<file path="src/sv/replication_ack_quorum_tracker_macros.svh">
// ----------------------------------------------------------------------------
// Assertion macros for the replication ack quorum tracker
// Shared concurrent assertion forms, clocked, with reset disable.
// ----------------------------------------------------------------------------
`ifndef REPLICATION_ACK_QUORUM_TRACKER_MACROS_SVH
`define REPLICATION_ACK_QUORUM_TRACKER_MACROS_SVH

// same-cycle implication
`define RQT_ASSERT_IMPL(label, clk_s, rst_s, ante, cons) \
    label: assert property (@(posedge clk_s) disable iff (!rst_s) (ante) |-> (cons)) \
        else $error("rqt assertion failed");

// next-cycle implication
`define RQT_ASSERT_NEXT(label, clk_s, rst_s, ante, cons) \
    label: assert property (@(posedge clk_s) disable iff (!rst_s) (ante) |=> (cons)) \
        else $error("rqt assertion failed");

`endif

</file>
<file path="src/sv/rqt_pkg.sv">
// ----------------------------------------------------------------------------
// rqt_pkg
// Types and constants shared by the ack quorum tracker modules.
// ----------------------------------------------------------------------------
`default_nettype none

package rqt_pkg;

    localparam int MAX_SLOTS_DEF = 8;
    localparam int ID_W          = 31;
    localparam int POS_W         = 64;
    localparam int QS_W          = 4;
    localparam int OUTCOME_W     = 2;

    localparam logic [QS_W-1:0] QS_RESET = QS_W'(1);

    typedef enum logic [OUTCOME_W-1:0] {
        OUT_STALE  = 2'd0,
        OUT_UPDATE = 2'd1,
        OUT_STORE  = 2'd2,
        OUT_QUORUM = 2'd3
    } outcome_t;

    typedef enum logic [2:0] {
        ST_IDLE,
        ST_SCAN1,
        ST_RESOLVE,
        ST_SCAN2,
        ST_FINAL
    } ctrl_state_t;

    typedef struct packed {
        logic capture;
        logic rd_en;
        logic eval1;
        logic eval2;
        logic resolve;
        logic finish;
    } ctrl_cmd_t;

    typedef struct packed {
        logic full;
        logic out_free;
    } dp_status_t;

endpackage

`default_nettype wire

</file>
<file path="src/sv/rqt_if.sv">
// ----------------------------------------------------------------------------
// rqt channel interfaces
// Valid/ready channels for ack input and quorum result output.
// ----------------------------------------------------------------------------
`default_nettype none

interface rqt_ack_if;
    logic                       valid;
    logic                       ready;
    logic [rqt_pkg::ID_W-1:0]   replica_id;
    logic [rqt_pkg::POS_W-1:0]  ack_pos;

    modport source (output valid, output replica_id, output ack_pos, input ready);
    modport sink   (input valid, input replica_id, input ack_pos, output ready);
endinterface

interface rqt_res_if;
    logic                          valid;
    logic                          ready;
    logic [rqt_pkg::OUTCOME_W-1:0] outcome;
    logic [rqt_pkg::ID_W-1:0]      quorum_replica;
    logic [rqt_pkg::POS_W-1:0]     quorum_pos;

    modport source (output valid, output outcome, output quorum_replica,
                    output quorum_pos, input ready);
    modport sink   (input valid, input outcome, input quorum_replica,
                    input quorum_pos, output ready);
endinterface

`default_nettype wire

</file>
<file path="src/sv/rqt_ram.sv">
// ----------------------------------------------------------------------------
// rqt_ram
// Generic single-write, single-read RAM with registered read data.
// ----------------------------------------------------------------------------
`default_nettype none

module rqt_ram #(
    parameter int WIDTH = 8,
    parameter int DEPTH = 8,
    parameter int AW    = (DEPTH > 1) ? $clog2(DEPTH) : 1
) (
    input  wire logic             clk,
    input  wire logic             we,
    input  wire logic [AW-1:0]    waddr,
    input  wire logic [WIDTH-1:0] wdata,
    input  wire logic             re,
    input  wire logic [AW-1:0]    raddr,
    output logic      [WIDTH-1:0] rdata
);

    logic [WIDTH-1:0] mem [DEPTH];

    always_ff @(posedge clk)
    begin
        if (we)
        begin
            mem[waddr] <= wdata;
        end
        if (re)
        begin
            rdata <= mem[raddr];
        end
    end

endmodule

`default_nettype wire

</file>
<file path="src/sv/rqt_ctrl.sv">
// ----------------------------------------------------------------------------
// rqt_ctrl
// Sequencer: slot scan passes, resolve and quorum clear steps.
// ----------------------------------------------------------------------------
`default_nettype none

module rqt_ctrl #(
    parameter int CNT_W = 4,
    parameter int IDX_W = 3
) (
    input  wire logic                clk,
    input  wire logic                rst_n,
    input  wire logic                in_valid,
    output logic                     in_ready,
    input  wire logic [CNT_W-1:0]    num_slots,
    input  wire rqt_pkg::dp_status_t status,
    output rqt_pkg::ctrl_cmd_t       cmd,
    output logic      [IDX_W-1:0]    rd_idx
);

    rqt_pkg::ctrl_state_t state_reg, state_next;
    logic [CNT_W-1:0]     cnt_reg, cnt_next;
    logic                 eval_reg, eval_next;
    logic                 rd_more;
    logic                 scan_done;

    assign rd_more   = cnt_reg < num_slots;
    assign scan_done = !rd_more && !eval_reg;

    always_comb
    begin
        state_next = state_reg;
        case (state_reg)
            rqt_pkg::ST_IDLE:
            begin
                if (in_valid)
                begin
                    state_next = rqt_pkg::ST_SCAN1;
                end
            end
            rqt_pkg::ST_SCAN1:
            begin
                if (scan_done)
                begin
                    state_next = rqt_pkg::ST_RESOLVE;
                end
            end
            rqt_pkg::ST_RESOLVE:
            begin
                if (status.full)
                begin
                    state_next = rqt_pkg::ST_SCAN2;
                end
                else if (status.out_free)
                begin
                    state_next = rqt_pkg::ST_IDLE;
                end
            end
            rqt_pkg::ST_SCAN2:
            begin
                if (scan_done)
                begin
                    state_next = rqt_pkg::ST_FINAL;
                end
            end
            rqt_pkg::ST_FINAL:
            begin
                if (status.out_free)
                begin
                    state_next = rqt_pkg::ST_IDLE;
                end
            end
            default:
            begin
                state_next = rqt_pkg::ST_IDLE;
            end
        endcase
    end

    always_comb
    begin
        cmd       = '0;
        in_ready  = 1'b0;
        rd_idx    = cnt_reg[IDX_W-1:0];
        cnt_next  = cnt_reg;
        eval_next = 1'b0;
        case (state_reg)
            rqt_pkg::ST_IDLE:
            begin
                in_ready    = 1'b1;
                cmd.capture = in_valid;
                cnt_next    = '0;
            end
            rqt_pkg::ST_SCAN1,
            rqt_pkg::ST_SCAN2:
            begin
                cmd.rd_en = rd_more;
                cmd.eval1 = eval_reg && (state_reg == rqt_pkg::ST_SCAN1);
                cmd.eval2 = eval_reg && (state_reg == rqt_pkg::ST_SCAN2);
                eval_next = rd_more;
                if (rd_more)
                begin
                    cnt_next = cnt_reg + CNT_W'(1);
                end
            end
            rqt_pkg::ST_RESOLVE:
            begin
                cmd.resolve = status.full || status.out_free;
                cnt_next    = '0;
            end
            rqt_pkg::ST_FINAL:
            begin
                cmd.finish = status.out_free;
            end
            default:
            begin
                cnt_next = '0;
            end
        endcase
    end

    always_ff @(posedge clk or negedge rst_n)
    begin
        if (!rst_n)
        begin
            state_reg <= rqt_pkg::ST_IDLE;
            cnt_reg   <= '0;
            eval_reg  <= 1'b0;
        end
        else
        begin
            state_reg <= state_next;
            cnt_reg   <= cnt_next;
            eval_reg  <= eval_next;
        end
    end

endmodule

`default_nettype wire

</file>
<file path="src/sv/rqt_datapath.sv">
// ----------------------------------------------------------------------------
// rqt_datapath
// Slot tables, scan trackers, quorum point and result register.
// ----------------------------------------------------------------------------
`default_nettype none

`include "replication_ack_quorum_tracker_macros.svh"

module rqt_datapath #(
    parameter int MAX_SLOTS = 8,
    parameter int IDX_W     = 3,
    parameter int CNT_W     = 4
) (
    input  wire logic                          clk,
    input  wire logic                          rst_n,
    input  wire logic                          cfg_we,
    input  wire logic [rqt_pkg::QS_W-1:0]      cfg_wdata,
    input  wire logic [rqt_pkg::ID_W-1:0]      in_replica_id,
    input  wire logic [rqt_pkg::POS_W-1:0]     in_ack_pos,
    input  wire rqt_pkg::ctrl_cmd_t            cmd,
    input  wire logic [IDX_W-1:0]              rd_idx,
    output rqt_pkg::dp_status_t                status,
    output logic      [CNT_W-1:0]              num_slots,
    output logic                               out_valid,
    input  wire logic                          out_ready,
    output logic      [rqt_pkg::OUTCOME_W-1:0] out_outcome,
    output logic      [rqt_pkg::ID_W-1:0]      out_replica,
    output logic      [rqt_pkg::POS_W-1:0]     out_pos
);

    localparam int ID_W  = rqt_pkg::ID_W;
    localparam int POS_W = rqt_pkg::POS_W;
    localparam int QS_W  = rqt_pkg::QS_W;

    logic [QS_W-1:0]      qsize_reg;
    logic [MAX_SLOTS-1:0] valid_reg, valid_next;
    logic [ID_W-1:0]      id_reg, lq_rep_reg, min_rep_reg, out_rep_reg;
    logic [POS_W-1:0]     pos_reg, lq_pos_reg, min_pos_reg, match_pos_reg, out_pos_reg;
    logic                 match_reg, free_reg, min_reg;
    logic [IDX_W-1:0]     match_idx_reg, free_idx_reg, eval_idx_reg;
    rqt_pkg::outcome_t    out_outcome_reg;
    logic                 out_valid_reg;

    logic [ID_W-1:0]      rd_rep;
    logic [POS_W-1:0]     rd_pos;
    logic [7:0]           n_raw;
    logic                 stale, full, out_free, load;
    logic                 slot_occ, hit_match, hit_min, hit_clear;
    logic                 wr_en;
    logic [IDX_W-1:0]     wr_idx;
    logic [ID_W-1:0]      q_rep;
    logic [POS_W-1:0]     q_pos;

    rqt_ram #(.WIDTH(ID_W), .DEPTH(MAX_SLOTS), .AW(IDX_W)) u_rep_ram (
        .clk   (clk),
        .we    (wr_en),
        .waddr (wr_idx),
        .wdata (id_reg),
        .re    (cmd.rd_en),
        .raddr (rd_idx),
        .rdata (rd_rep)
    );

    rqt_ram #(.WIDTH(POS_W), .DEPTH(MAX_SLOTS), .AW(IDX_W)) u_pos_ram (
        .clk   (clk),
        .we    (wr_en),
        .waddr (wr_idx),
        .wdata (pos_reg),
        .re    (cmd.rd_en),
        .raddr (rd_idx),
        .rdata (rd_pos)
    );

    // active slots: quorum_size - 1, zero for size 0, capped at MAX_SLOTS
    always_comb
    begin
        n_raw = (qsize_reg == '0) ? 8'd0 : (8'(qsize_reg) - 8'd1);
        if (n_raw > 8'(MAX_SLOTS))
        begin
            num_slots = CNT_W'(MAX_SLOTS);
        end
        else
        begin
            num_slots = CNT_W'(n_raw);
        end
    end

    assign stale           = (id_reg == '0) || (pos_reg < lq_pos_reg);
    assign full            = !stale && !match_reg && !free_reg;
    assign out_free        = !out_valid_reg || out_ready;
    assign status.full     = full;
    assign status.out_free = out_free;
    assign load            = (cmd.resolve && !full) || cmd.finish;

    assign slot_occ  = valid_reg[eval_idx_reg];
    assign hit_match = cmd.eval1 && slot_occ && (rd_rep == id_reg) && !match_reg;
    assign hit_min   = cmd.eval1 && slot_occ && (rd_pos < min_pos_reg);
    assign hit_clear = cmd.eval2 && (rd_pos == lq_pos_reg);

    assign q_rep = min_reg ? min_rep_reg : id_reg;
    assign q_pos = min_reg ? min_pos_reg : pos_reg;

    always_comb
    begin
        wr_en  = 1'b0;
        wr_idx = free_idx_reg;
        if (cmd.resolve && !stale)
        begin
            if (match_reg)
            begin
                wr_en  = match_pos_reg < pos_reg;
                wr_idx = match_idx_reg;
            end
            else if (free_reg)
            begin
                wr_en = 1'b1;
            end
        end
        if (cmd.finish)
        begin
            wr_en = free_reg && (pos_reg > lq_pos_reg);
        end
    end

    always_comb
    begin
        valid_next = valid_reg;
        if (hit_clear)
        begin
            valid_next[eval_idx_reg] = 1'b0;
        end
        if (wr_en)
        begin
            valid_next[wr_idx] = 1'b1;
        end
        if (cfg_we)
        begin
            valid_next = '0;
        end
    end

    always_ff @(posedge clk or negedge rst_n)
    begin
        if (!rst_n)
        begin
            qsize_reg     <= rqt_pkg::QS_RESET;
            valid_reg     <= '0;
            lq_rep_reg    <= '0;
            lq_pos_reg    <= '0;
            match_reg     <= 1'b0;
            free_reg      <= 1'b0;
            min_reg       <= 1'b0;
            out_valid_reg <= 1'b0;
        end
        else
        begin
            valid_reg <= valid_next;
            if (cfg_we)
            begin
                qsize_reg <= cfg_wdata;
            end
            if (cmd.capture)
            begin
                match_reg <= 1'b0;
                free_reg  <= 1'b0;
                min_reg   <= 1'b0;
            end
            if (cmd.eval1 && !slot_occ)
            begin
                free_reg <= 1'b1;
            end
            if (hit_match)
            begin
                match_reg <= 1'b1;
            end
            if (hit_min)
            begin
                min_reg <= 1'b1;
            end
            if (cmd.resolve)
            begin
                free_reg <= 1'b0;
            end
            if (hit_clear)
            begin
                free_reg <= 1'b1;
            end
            if (cmd.resolve && full)
            begin
                lq_rep_reg <= q_rep;
                lq_pos_reg <= q_pos;
            end
            if (load)
            begin
                out_valid_reg <= 1'b1;
            end
            else if (out_ready)
            begin
                out_valid_reg <= 1'b0;
            end
        end
    end

    always_ff @(posedge clk)
    begin
        if (cmd.capture)
        begin
            id_reg      <= in_replica_id;
            pos_reg     <= in_ack_pos;
            min_pos_reg <= in_ack_pos;
        end
        if (cmd.rd_en)
        begin
            eval_idx_reg <= rd_idx;
        end
        if ((cmd.eval1 && !slot_occ) || hit_clear)
        begin
            free_idx_reg <= eval_idx_reg;
        end
        if (hit_match)
        begin
            match_idx_reg <= eval_idx_reg;
            match_pos_reg <= rd_pos;
        end
        if (hit_min)
        begin
            min_pos_reg <= rd_pos;
            min_rep_reg <= rd_rep;
        end
        if (cmd.finish)
        begin
            out_outcome_reg <= rqt_pkg::OUT_QUORUM;
            out_rep_reg     <= lq_rep_reg;
            out_pos_reg     <= lq_pos_reg;
        end
        else if (cmd.resolve && !full)
        begin
            if (stale)
            begin
                out_outcome_reg <= rqt_pkg::OUT_STALE;
            end
            else if (match_reg)
            begin
                out_outcome_reg <= rqt_pkg::OUT_UPDATE;
            end
            else
            begin
                out_outcome_reg <= rqt_pkg::OUT_STORE;
            end
            out_rep_reg <= '0;
            out_pos_reg <= '0;
        end
    end

    assign out_valid   = out_valid_reg;
    assign out_outcome = out_outcome_reg;
    assign out_replica = out_rep_reg;
    assign out_pos     = out_pos_reg;

    `RQT_ASSERT_IMPL(a_load_when_free, clk, rst_n, load, out_free)
    `RQT_ASSERT_IMPL(a_quorum_monotonic, clk, rst_n, 1'b1, lq_pos_reg >= $past(lq_pos_reg))
    `RQT_ASSERT_NEXT(a_finish_quorum, clk, rst_n, cmd.finish, out_valid_reg && (out_outcome_reg == rqt_pkg::OUT_QUORUM))

endmodule

`default_nettype wire

</file>
<file path="src/sv/replication_ack_quorum_tracker.sv">
// ----------------------------------------------------------------------------
// replication_ack_quorum_tracker
// Tracks replica acks in quorum_size-1 slots and reports quorum points.
// ----------------------------------------------------------------------------
// Usage:
//   ack: valid/ready sink, one transaction per replica ack (id, position).
//   res: valid/ready source, exactly one result transaction per ack.
//   cfg_we/cfg_wdata: quorum_size write; empties all slots, keeps the last
//   quorum point. Write only while no ack is in flight.
// Sequence, with n active slots (0..MAX_SLOTS):
//   A scan pass reads the n slots of the slot RAMs, one read per cycle.
//   Stale, update and free-slot acks: one scan pass, then the result is
//   registered; the next ack is accepted once the tracker is idle again.
//   Quorum acks add a clearing pass before the result is registered.
// Reset: quorum_size = 1, all slots empty, last quorum point zero.
// Stall: the result register holds one transaction; the next ack is taken
//   and scanned meanwhile, and its result waits until the register frees.
// ----------------------------------------------------------------------------
`default_nettype none

module replication_ack_quorum_tracker #(
    parameter int MAX_SLOTS = rqt_pkg::MAX_SLOTS_DEF
) (
    input  wire logic                     clk,
    input  wire logic                     rst_n,
    input  wire logic                     cfg_we,
    input  wire logic [rqt_pkg::QS_W-1:0] cfg_wdata,
    rqt_ack_if.sink                       ack,
    rqt_res_if.source                     res
);

    localparam int IDX_W = (MAX_SLOTS > 1) ? $clog2(MAX_SLOTS) : 1;
    localparam int CNT_W = $clog2(MAX_SLOTS + 1);

    rqt_pkg::ctrl_cmd_t  cmd;
    rqt_pkg::dp_status_t status;
    logic [IDX_W-1:0]    rd_idx;
    logic [CNT_W-1:0]    num_slots;

    rqt_ctrl #(.CNT_W(CNT_W), .IDX_W(IDX_W)) u_ctrl (
        .clk       (clk),
        .rst_n     (rst_n),
        .in_valid  (ack.valid),
        .in_ready  (ack.ready),
        .num_slots (num_slots),
        .status    (status),
        .cmd       (cmd),
        .rd_idx    (rd_idx)
    );

    rqt_datapath #(.MAX_SLOTS(MAX_SLOTS), .IDX_W(IDX_W), .CNT_W(CNT_W)) u_datapath (
        .clk           (clk),
        .rst_n         (rst_n),
        .cfg_we        (cfg_we),
        .cfg_wdata     (cfg_wdata),
        .in_replica_id (ack.replica_id),
        .in_ack_pos    (ack.ack_pos),
        .cmd           (cmd),
        .rd_idx        (rd_idx),
        .status        (status),
        .num_slots     (num_slots),
        .out_valid     (res.valid),
        .out_ready     (res.ready),
        .out_outcome   (res.outcome),
        .out_replica   (res.quorum_replica),
        .out_pos       (res.quorum_pos)
    );

endmodule

`default_nettype wire
</file>
<file path="src/flat_wrapper.sv">
// flat-port wrapper written by rule: the top's interface ports become plain ports
module replication_ack_quorum_tracker_flat 
#(
    parameter int MAX_SLOTS = rqt_pkg::MAX_SLOTS_DEF
)
  (clk, rst_n, cfg_we, cfg_wdata, ack_valid, ack_replica_id, ack_ack_pos, ack_ready, res_valid, res_outcome, res_quorum_replica, res_quorum_pos, res_ready);
  rqt_ack_if ack_i ();
  rqt_res_if res_i ();
  input  wire logic clk;
  input  wire logic rst_n;
  input  wire logic cfg_we;
  input  wire logic [rqt_pkg::QS_W-1:0] cfg_wdata;
  input wire logic [$bits(ack_i.valid)-1:0] ack_valid;
  input wire logic [$bits(ack_i.replica_id)-1:0] ack_replica_id;
  input wire logic [$bits(ack_i.ack_pos)-1:0] ack_ack_pos;
  output wire logic [$bits(ack_i.ready)-1:0] ack_ready;
  output wire logic [$bits(res_i.valid)-1:0] res_valid;
  output wire logic [$bits(res_i.outcome)-1:0] res_outcome;
  output wire logic [$bits(res_i.quorum_replica)-1:0] res_quorum_replica;
  output wire logic [$bits(res_i.quorum_pos)-1:0] res_quorum_pos;
  input wire logic [$bits(res_i.ready)-1:0] res_ready;
  assign ack_i.valid = ack_valid;
  assign ack_i.replica_id = ack_replica_id;
  assign ack_i.ack_pos = ack_ack_pos;
  assign ack_ready = ack_i.ready;
  assign res_valid = res_i.valid;
  assign res_outcome = res_i.outcome;
  assign res_quorum_replica = res_i.quorum_replica;
  assign res_quorum_pos = res_i.quorum_pos;
  assign res_i.ready = res_ready;
  replication_ack_quorum_tracker #(.MAX_SLOTS(MAX_SLOTS)) u_core (.clk(clk), .rst_n(rst_n), .cfg_we(cfg_we), .cfg_wdata(cfg_wdata), .ack(ack_i), .res(res_i));
endmodule
</file>
<file path="config.mk">
export PLATFORM = sky130hd
export DESIGN_NAME = replication_ack_quorum_tracker_flat
export DESIGN_NICKNAME = d
export VERILOG_FILES = /design/src/sv/rqt_pkg.sv /design/src/sv/rqt_if.sv /design/src/sv/rqt_ram.sv /design/src/sv/rqt_ctrl.sv /design/src/sv/rqt_datapath.sv /design/src/sv/replication_ack_quorum_tracker.sv /design/src/flat_wrapper.sv
export VERILOG_INCLUDE_DIRS = /design/src /design/src/sv
export SDC_FILE = /design/constraint.sdc
export NUM_CORES = 2
export LEC_CHECK = 0
export BUFFER_PORTS_ARGS = -buffer_cell sky130_fd_sc_hd__buf_2
export CAP_MARGIN = 20
export CELL_PAD_IN_SITES_DETAIL_PLACEMENT = 0
export CELL_PAD_IN_SITES_GLOBAL_PLACEMENT = 1
export CORE_ASPECT_RATIO = 1.5
export CORE_MARGIN = 2
export CORE_UTILIZATION = 54
export DETAILED_ROUTE_END_ITERATION = 8
export MAX_ROUTING_LAYER = met4
export PLACE_DENSITY = 0.87
export SETUP_SLACK_MARGIN = 0.4
export SYNTH_ARGS = -nofsm -noshare
export SYNTH_HDL_FRONTEND = slang
export SYNTH_SLANG_ARGS = --single-unit
</file>
<file path="constraint.sdc">
create_clock -name clk -period 17.65 [get_ports clk]
set_input_delay 3.53 -clock clk [delete_from_list [all_inputs] [get_ports clk]]
set_output_delay 3.53 -clock clk [all_outputs]
set_load 0.005 [all_outputs]
</file>
==> impl_metrics.xml <==
<?xml version="1.0" encoding="UTF-8"?>
<metrics>
  <group name="run_status">
    <metric name="run_status" unit="">completed</metric>
  </group>
  <group name="setup_path">
    <metric name="worstPathMaxFanout" unit="">56</metric>
    <metric name="rr_endpoint" unit="">u_core.u_datapath.u_pos_ram.mem[4][10]</metric>
    <metric name="timing.critical_path.depth" unit="">10</metric>
    <metric name="timing.critical_path.cells" unit="">buf_2, nor2b_1, nor2_1, o21ai_0, a221o_1, a21oi_1, o211ai_1, nor2_4, buf_4, buf_4</metric>
    <metric name="cp.arrival" unit="ns">7.61</metric>
    <metric name="path_buf_inv" unit="">3</metric>
    <metric name="critical_path_class" unit="">input pin to flip-flop</metric>
    <metric name="cp-start-kind" unit="">input pin</metric>
    <metric name="setup.worst_path.end_class" unit="">flip-flop</metric>
    <metric name="r2r-start" unit="">u_core.u_datapath.pos_reg[43]</metric>
    <metric name="worstRegToRegCells" unit="">12</metric>
    <metric name="required_arrival_time_at_the_worst_endpoint" unit="ns">17.99</metric>
    <metric name="timing.critical_path.slowest_stage_cell" unit="">sky130_fd_sc_hd__buf_4</metric>
    <metric name="cp_top_family" unit="">compound AO/OA/AOI/OAI gates</metric>
    <metric name="cpMostUsedCell" unit="">sky130_fd_sc_hd__buf_4</metric>
    <metric name="r2r_setup_slack" unit="ns">11.45</metric>
    <metric name="critical-path-max-stage-delay" unit="ns">0.78</metric>
  </group>
  <group name="timing">
    <metric name="hold-worst-slack" unit="ns">0.474</metric>
    <metric name="tightestPinTransition" unit="ns">1.17</metric>
    <metric name="finalHoldViolCount" unit="">0</metric>
    <metric name="final.setup.worst_slack" unit="ns">10.39</metric>
    <metric name="final.setup_skew" unit="ns">0.0494</metric>
    <metric name="final.min_clock_period" unit="ns">7.26</metric>
    <metric name="period_share" unit="%">41.1</metric>
    <metric name="maxSlewViolCount" unit="">0</metric>
    <metric name="maxSlewHeadroom" unit="%">21.2</metric>
    <metric name="totalNegativeSetupSlack" unit="ns">0</metric>
    <metric name="rsz0062_at_grt" unit="">no</metric>
    <metric name="maxClockFrequency" unit="MHz">138</metric>
    <metric name="report.final.setup_viol" unit="">0</metric>
  </group>
  <group name="synth">
    <metric name="dominantRegCellSynth" unit="">sky130_fd_sc_hd__edfxtp_1</metric>
    <metric name="postSynthAreaPerCell" unit="sq um">17.6</metric>
    <metric name="yosys_register_bits" unit="">1334</metric>
    <metric name="post_synthesis_instance_area" unit="sq um">55200</metric>
    <metric name="synth-seq-area-share" unit="%">71.4</metric>
    <metric name="synth.distinct_cells" unit="">64</metric>
    <metric name="netlist_instances" unit="">3143</metric>
    <metric name="synthesis.yosys.warnings" unit="">0</metric>
    <metric name="number_of_enable_type_register_cells_in_the_synthesized_netlist" unit="">1213</metric>
    <metric name="asyncSetResetFlopFracSynth" unit="%">8.92</metric>
    <metric name="synthesis.nets" unit="">3441</metric>
  </group>
  <group name="cts">
    <metric name="cts-buffers-inserted" unit="">117</metric>
    <metric name="cts.root.buffer_cell" unit="">sky130_fd_sc_hd__clkbuf_16</metric>
    <metric name="post_cts.resized_instances" unit="">0</metric>
    <metric name="clk_pin_slew" unit="ns">0.07</metric>
    <metric name="clock_sink_count" unit="">1334</metric>
    <metric name="cts_tree" unit="">yes</metric>
    <metric name="post-cts-setup-buffer-count" unit="">0</metric>
    <metric name="htree_levels" unit="">3</metric>
    <metric name="clock_latency_reported_for_the_late_side_of_the_worst_skew_pair" unit="ns">0.76</metric>
    <metric name="cts-hold-fix-buffers" unit="">0</metric>
    <metric name="clock_path_buffers" unit="">3</metric>
  </group>
  <group name="floorplanning">
    <metric name="fp.coreArea" unit="sq um">101000</metric>
    <metric name="die_w" unit="um">265</metric>
    <metric name="design.die.area" unit="sq um">105000</metric>
    <metric name="die_height" unit="um">396</metric>
    <metric name="row_count" unit="">143</metric>
    <metric name="top_level_ports" unit="">203</metric>
    <metric name="initial_core_util" unit="%">54.5</metric>
  </group>
  <group name="global_route">
    <metric name="grt_max_degree" unit="">115</metric>
    <metric name="grt_pass1_wl" unit="um">201000</metric>
    <metric name="via_count_of_the_first_global_routing_pass" unit="">30100</metric>
    <metric name="gr-total-overflow" unit="">0</metric>
    <metric name="antenna_found_initial" unit="">2</metric>
    <metric name="grtUsageTotal" unit="%">27.4</metric>
  </group>
  <group name="cells_and_area">
    <metric name="flow.area_growth_from_synthesis" unit="%">11.8</metric>
    <metric name="fin_util" unit="%">60.9</metric>
    <metric name="drive_gt1_share" unit="%">23.6</metric>
    <metric name="commonest_non_fill_non_tap_cell_in_the_layout" unit="">sky130_fd_sc_hd__edfxtp_1</metric>
    <metric name="most-common-layout-cells" unit="">sky130_fd_sc_hd__edfxtp_1, sky130_fd_sc_hd__inv_1, sky130_fd_sc_hd__buf_2</metric>
    <metric name="max_flop_register" unit="">u_core.u_datapath.u_pos_ram.mem</metric>
    <metric name="top_regs" unit="">u_core.u_datapath.u_pos_ram.mem (512), u_core.u_datapath.u_rep_ram.mem (248)</metric>
    <metric name="finalNetCount" unit="">3690</metric>
    <metric name="largest_reg_flops" unit="">512</metric>
  </group>
  <group name="detailed_routing">
    <metric name="route.final.wire_length" unit="um">138000</metric>
    <metric name="drtAntennaViolNets" unit="">0</metric>
    <metric name="initialDrtViolationCount" unit="">3351</metric>
    <metric name="dr_total_vias" unit="">29700</metric>
    <metric name="drt-vias-per-instance" unit="">6.18</metric>
    <metric name="drt_first_pass_iters" unit="">5</metric>
    <metric name="wl_per_cell" unit="um">28.8</metric>
    <metric name="drcViolationCount" unit="">0</metric>
  </group>
  <group name="pwr">
    <metric name="power.static_leakage" unit="nW">21.9</metric>
    <metric name="irDropWorstVdd" unit="mV">0.117</metric>
    <metric name="p_per_area" unit="nW/um^2">154</metric>
  </group>
  <group name="worst_hold_path">
    <metric name="worstHoldEndpoint" unit="">u_core.u_datapath.min_rep_reg[27]</metric>
    <metric name="min-delay-start" unit="">u_core.u_datapath.u_rep_ram.rdata[27]</metric>
    <metric name="timing.hold.worst_path_depth" unit="">0</metric>
    <metric name="min_path_type" unit="">flip-flop to flip-flop</metric>
  </group>
  <group name="placed_design">
    <metric name="port_buffers" unit="">202</metric>
    <metric name="dp_slack" unit="ns">9.66</metric>
    <metric name="gp_routability_congestion" unit="">0.902</metric>
    <metric name="post-dp-hpwl" unit="um">89200</metric>
  </group>
  <group name="flow_run">
    <metric name="max_cap_viols" unit="">0</metric>
  </group>
</metrics>
worst reg2reg max path: stages, from the launching register on:
cell	delay, ns
sky130_fd_sc_hd__edfxtp_1	0.66
sky130_fd_sc_hd__inv_1	0.09
sky130_fd_sc_hd__ha_1	0.33
sky130_fd_sc_hd__nand4_1	0.24
sky130_fd_sc_hd__inv_1	0.07
sky130_fd_sc_hd__a221oi_1	0.53
sky130_fd_sc_hd__o211ai_1	0.42
sky130_fd_sc_hd__a221o_1	0.42
sky130_fd_sc_hd__a21oi_1	0.41
sky130_fd_sc_hd__o211ai_1	0.53
sky130_fd_sc_hd__nor2_4	0.77
sky130_fd_sc_hd__buf_4	0.46
sky130_fd_sc_hd__buf_4	0.79
cell usage after synthesis, types with 4 or more instances:
master | instances | area share, %
sky130_fd_sc_hd__o21a_1 | 8 | 0.11
sky130_fd_sc_hd__and3_1 | 35 | 0.40
sky130_fd_sc_hd__inv_1 | 205 | 1.4
sky130_fd_sc_hd__or3_1 | 5 | 0.057
sky130_fd_sc_hd__a2111oi_0 | 8 | 0.13
sky130_fd_sc_hd__o22ai_1 | 8 | 0.091
sky130_fd_sc_hd__xor2_1 | 57 | 0.90
sky130_fd_sc_hd__nand3_1 | 23 | 0.21
sky130_fd_sc_hd__buf_1 | 21 | 0.14
sky130_fd_sc_hd__mux2i_1 | 100 | 1.8
sky130_fd_sc_hd__o31ai_1 | 11 | 0.15
sky130_fd_sc_hd__nor4_1 | 28 | 0.32
sky130_fd_sc_hd__a22o_1 | 5 | 0.079
sky130_fd_sc_hd__a21oi_2 | 6 | 0.095
sky130_fd_sc_hd__a21o_1 | 27 | 0.37
sky130_fd_sc_hd__a21oi_1 | 151 | 1.4
sky130_fd_sc_hd__a211oi_1 | 11 | 0.15
sky130_fd_sc_hd__or4_1 | 4 | 0.054
sky130_fd_sc_hd__ha_1 | 194 | 4.4
sky130_fd_sc_hd__nor3_1 | 12 | 0.11
sky130_fd_sc_hd__nand4_1 | 48 | 0.54
sky130_fd_sc_hd__edfxtp_1 | 1213 | 66
sky130_fd_sc_hd__dfrtp_1 | 118 | 5.3
sky130_fd_sc_hd__nand2_1 | 54 | 0.37
sky130_fd_sc_hd__a221oi_1 | 7 | 0.11
sky130_fd_sc_hd__nor2b_1 | 8 | 0.091
sky130_fd_sc_hd__a31oi_1 | 4 | 0.045
sky130_fd_sc_hd__o211ai_1 | 10 | 0.14
sky130_fd_sc_hd__nand2b_1 | 11 | 0.12
sky130_fd_sc_hd__a221o_1 | 4 | 0.073
sky130_fd_sc_hd__mux4_2 | 190 | 7.8
sky130_fd_sc_hd__mux2_2 | 170 | 3.5
sky130_fd_sc_hd__o21ai_0 | 36 | 0.33
sky130_fd_sc_hd__xnor2_1 | 23 | 0.36
sky130_fd_sc_hd__nor2_1 | 198 | 1.3
sky130_fd_sc_hd__buf_4 | 12 | 0.16
sky130_fd_sc_hd__buf_2 | 6 | 0.054
sky130_fd_sc_hd__buf_6 | 11 | 0.22
sky130_fd_sc_hd__clkbuf_1 | 62 | 0.42
worst max path at each step:
stage,slack [ns],startpoint,endpoint
2_1_floorplan,3.17,res_ready,u_core.u_datapath.u_pos_ram.mem[1][0]
3_3_place_gp,9.78,res_ready,u_core.u_datapath.u_pos_ram.mem[0][42]
3_5_place_dp,9.66,res_ready,u_core.u_datapath.u_pos_ram.mem[4][15]
4_1_cts,10.43,res_ready,u_core.u_datapath.u_pos_ram.mem[4][9]
5_1_grt,10.14,res_ready,u_core.u_datapath.u_pos_ram.mem[4][14]
6_report,10.39,res_ready,u_core.u_datapath.u_pos_ram.mem[4][10]
cell type report:
cell class / count / area, sq um
Sequential cell: 1334 / 39500
Clock buffer: 143 / 3130
Tap cell: 1305 / 1630
Antenna cell: 2 / 5.00
Timing Repair Buffer: 242 / 1350
Fill cell: 7169 / 39600
Inverter: 206 / 776
Clock inverter: 80 / 833
Multi-Input combinational cell: 1491 / 14500
kinds of logic after synthesis:
family / Yosys count / share of synthesized area (%)
DFF: 1334 / 71.4
muxes: 460 / 13.0
and+or+nand+nor: 437 / 3.78
AOI/OAI and AO/OA: 320 / 3.66
buffers and inverters: 318 / 2.41
adders and majority gates: 194 / 4.40
xor gates and xnor gates: 80 / 1.27
routing by layer:
metal  up-vias  GRT usage, %  routed length, um
li1      12800             -                  -
met1     15300          34.6              52300
met2      1398          45.1              69800
met3       234          3.67              10200
met4         0          11.6               6010
met5         -             -                  0
stage by stage:
| step | instance area (sq um) | instances | total power, mW |
|---|---|---|---|
| 2_1_floorplan | 55200 | 3143 | 5.95 |
| 3_3_place_gp | 57700 | 4577 | 6.88 |
| 3_5_place_dp | 57700 | 4578 | 6.94 |
| 4_1_cts | 61700 | 4801 | 9.57 |
| 5_1_grt | 61700 | 4801 | 9.89 |
| 6_report | 61700 | 4803 | 9.53 |
power breakdown:
part           leakage (nW)  internal [mW]  switching [mW]
Clock                  1.94           1.46            1.17
Sequential             12.4           4.11           0.559
Combinational          7.49          0.882            1.34
Total                  21.9           6.46            3.07
(Power assumes the default switching activity.)
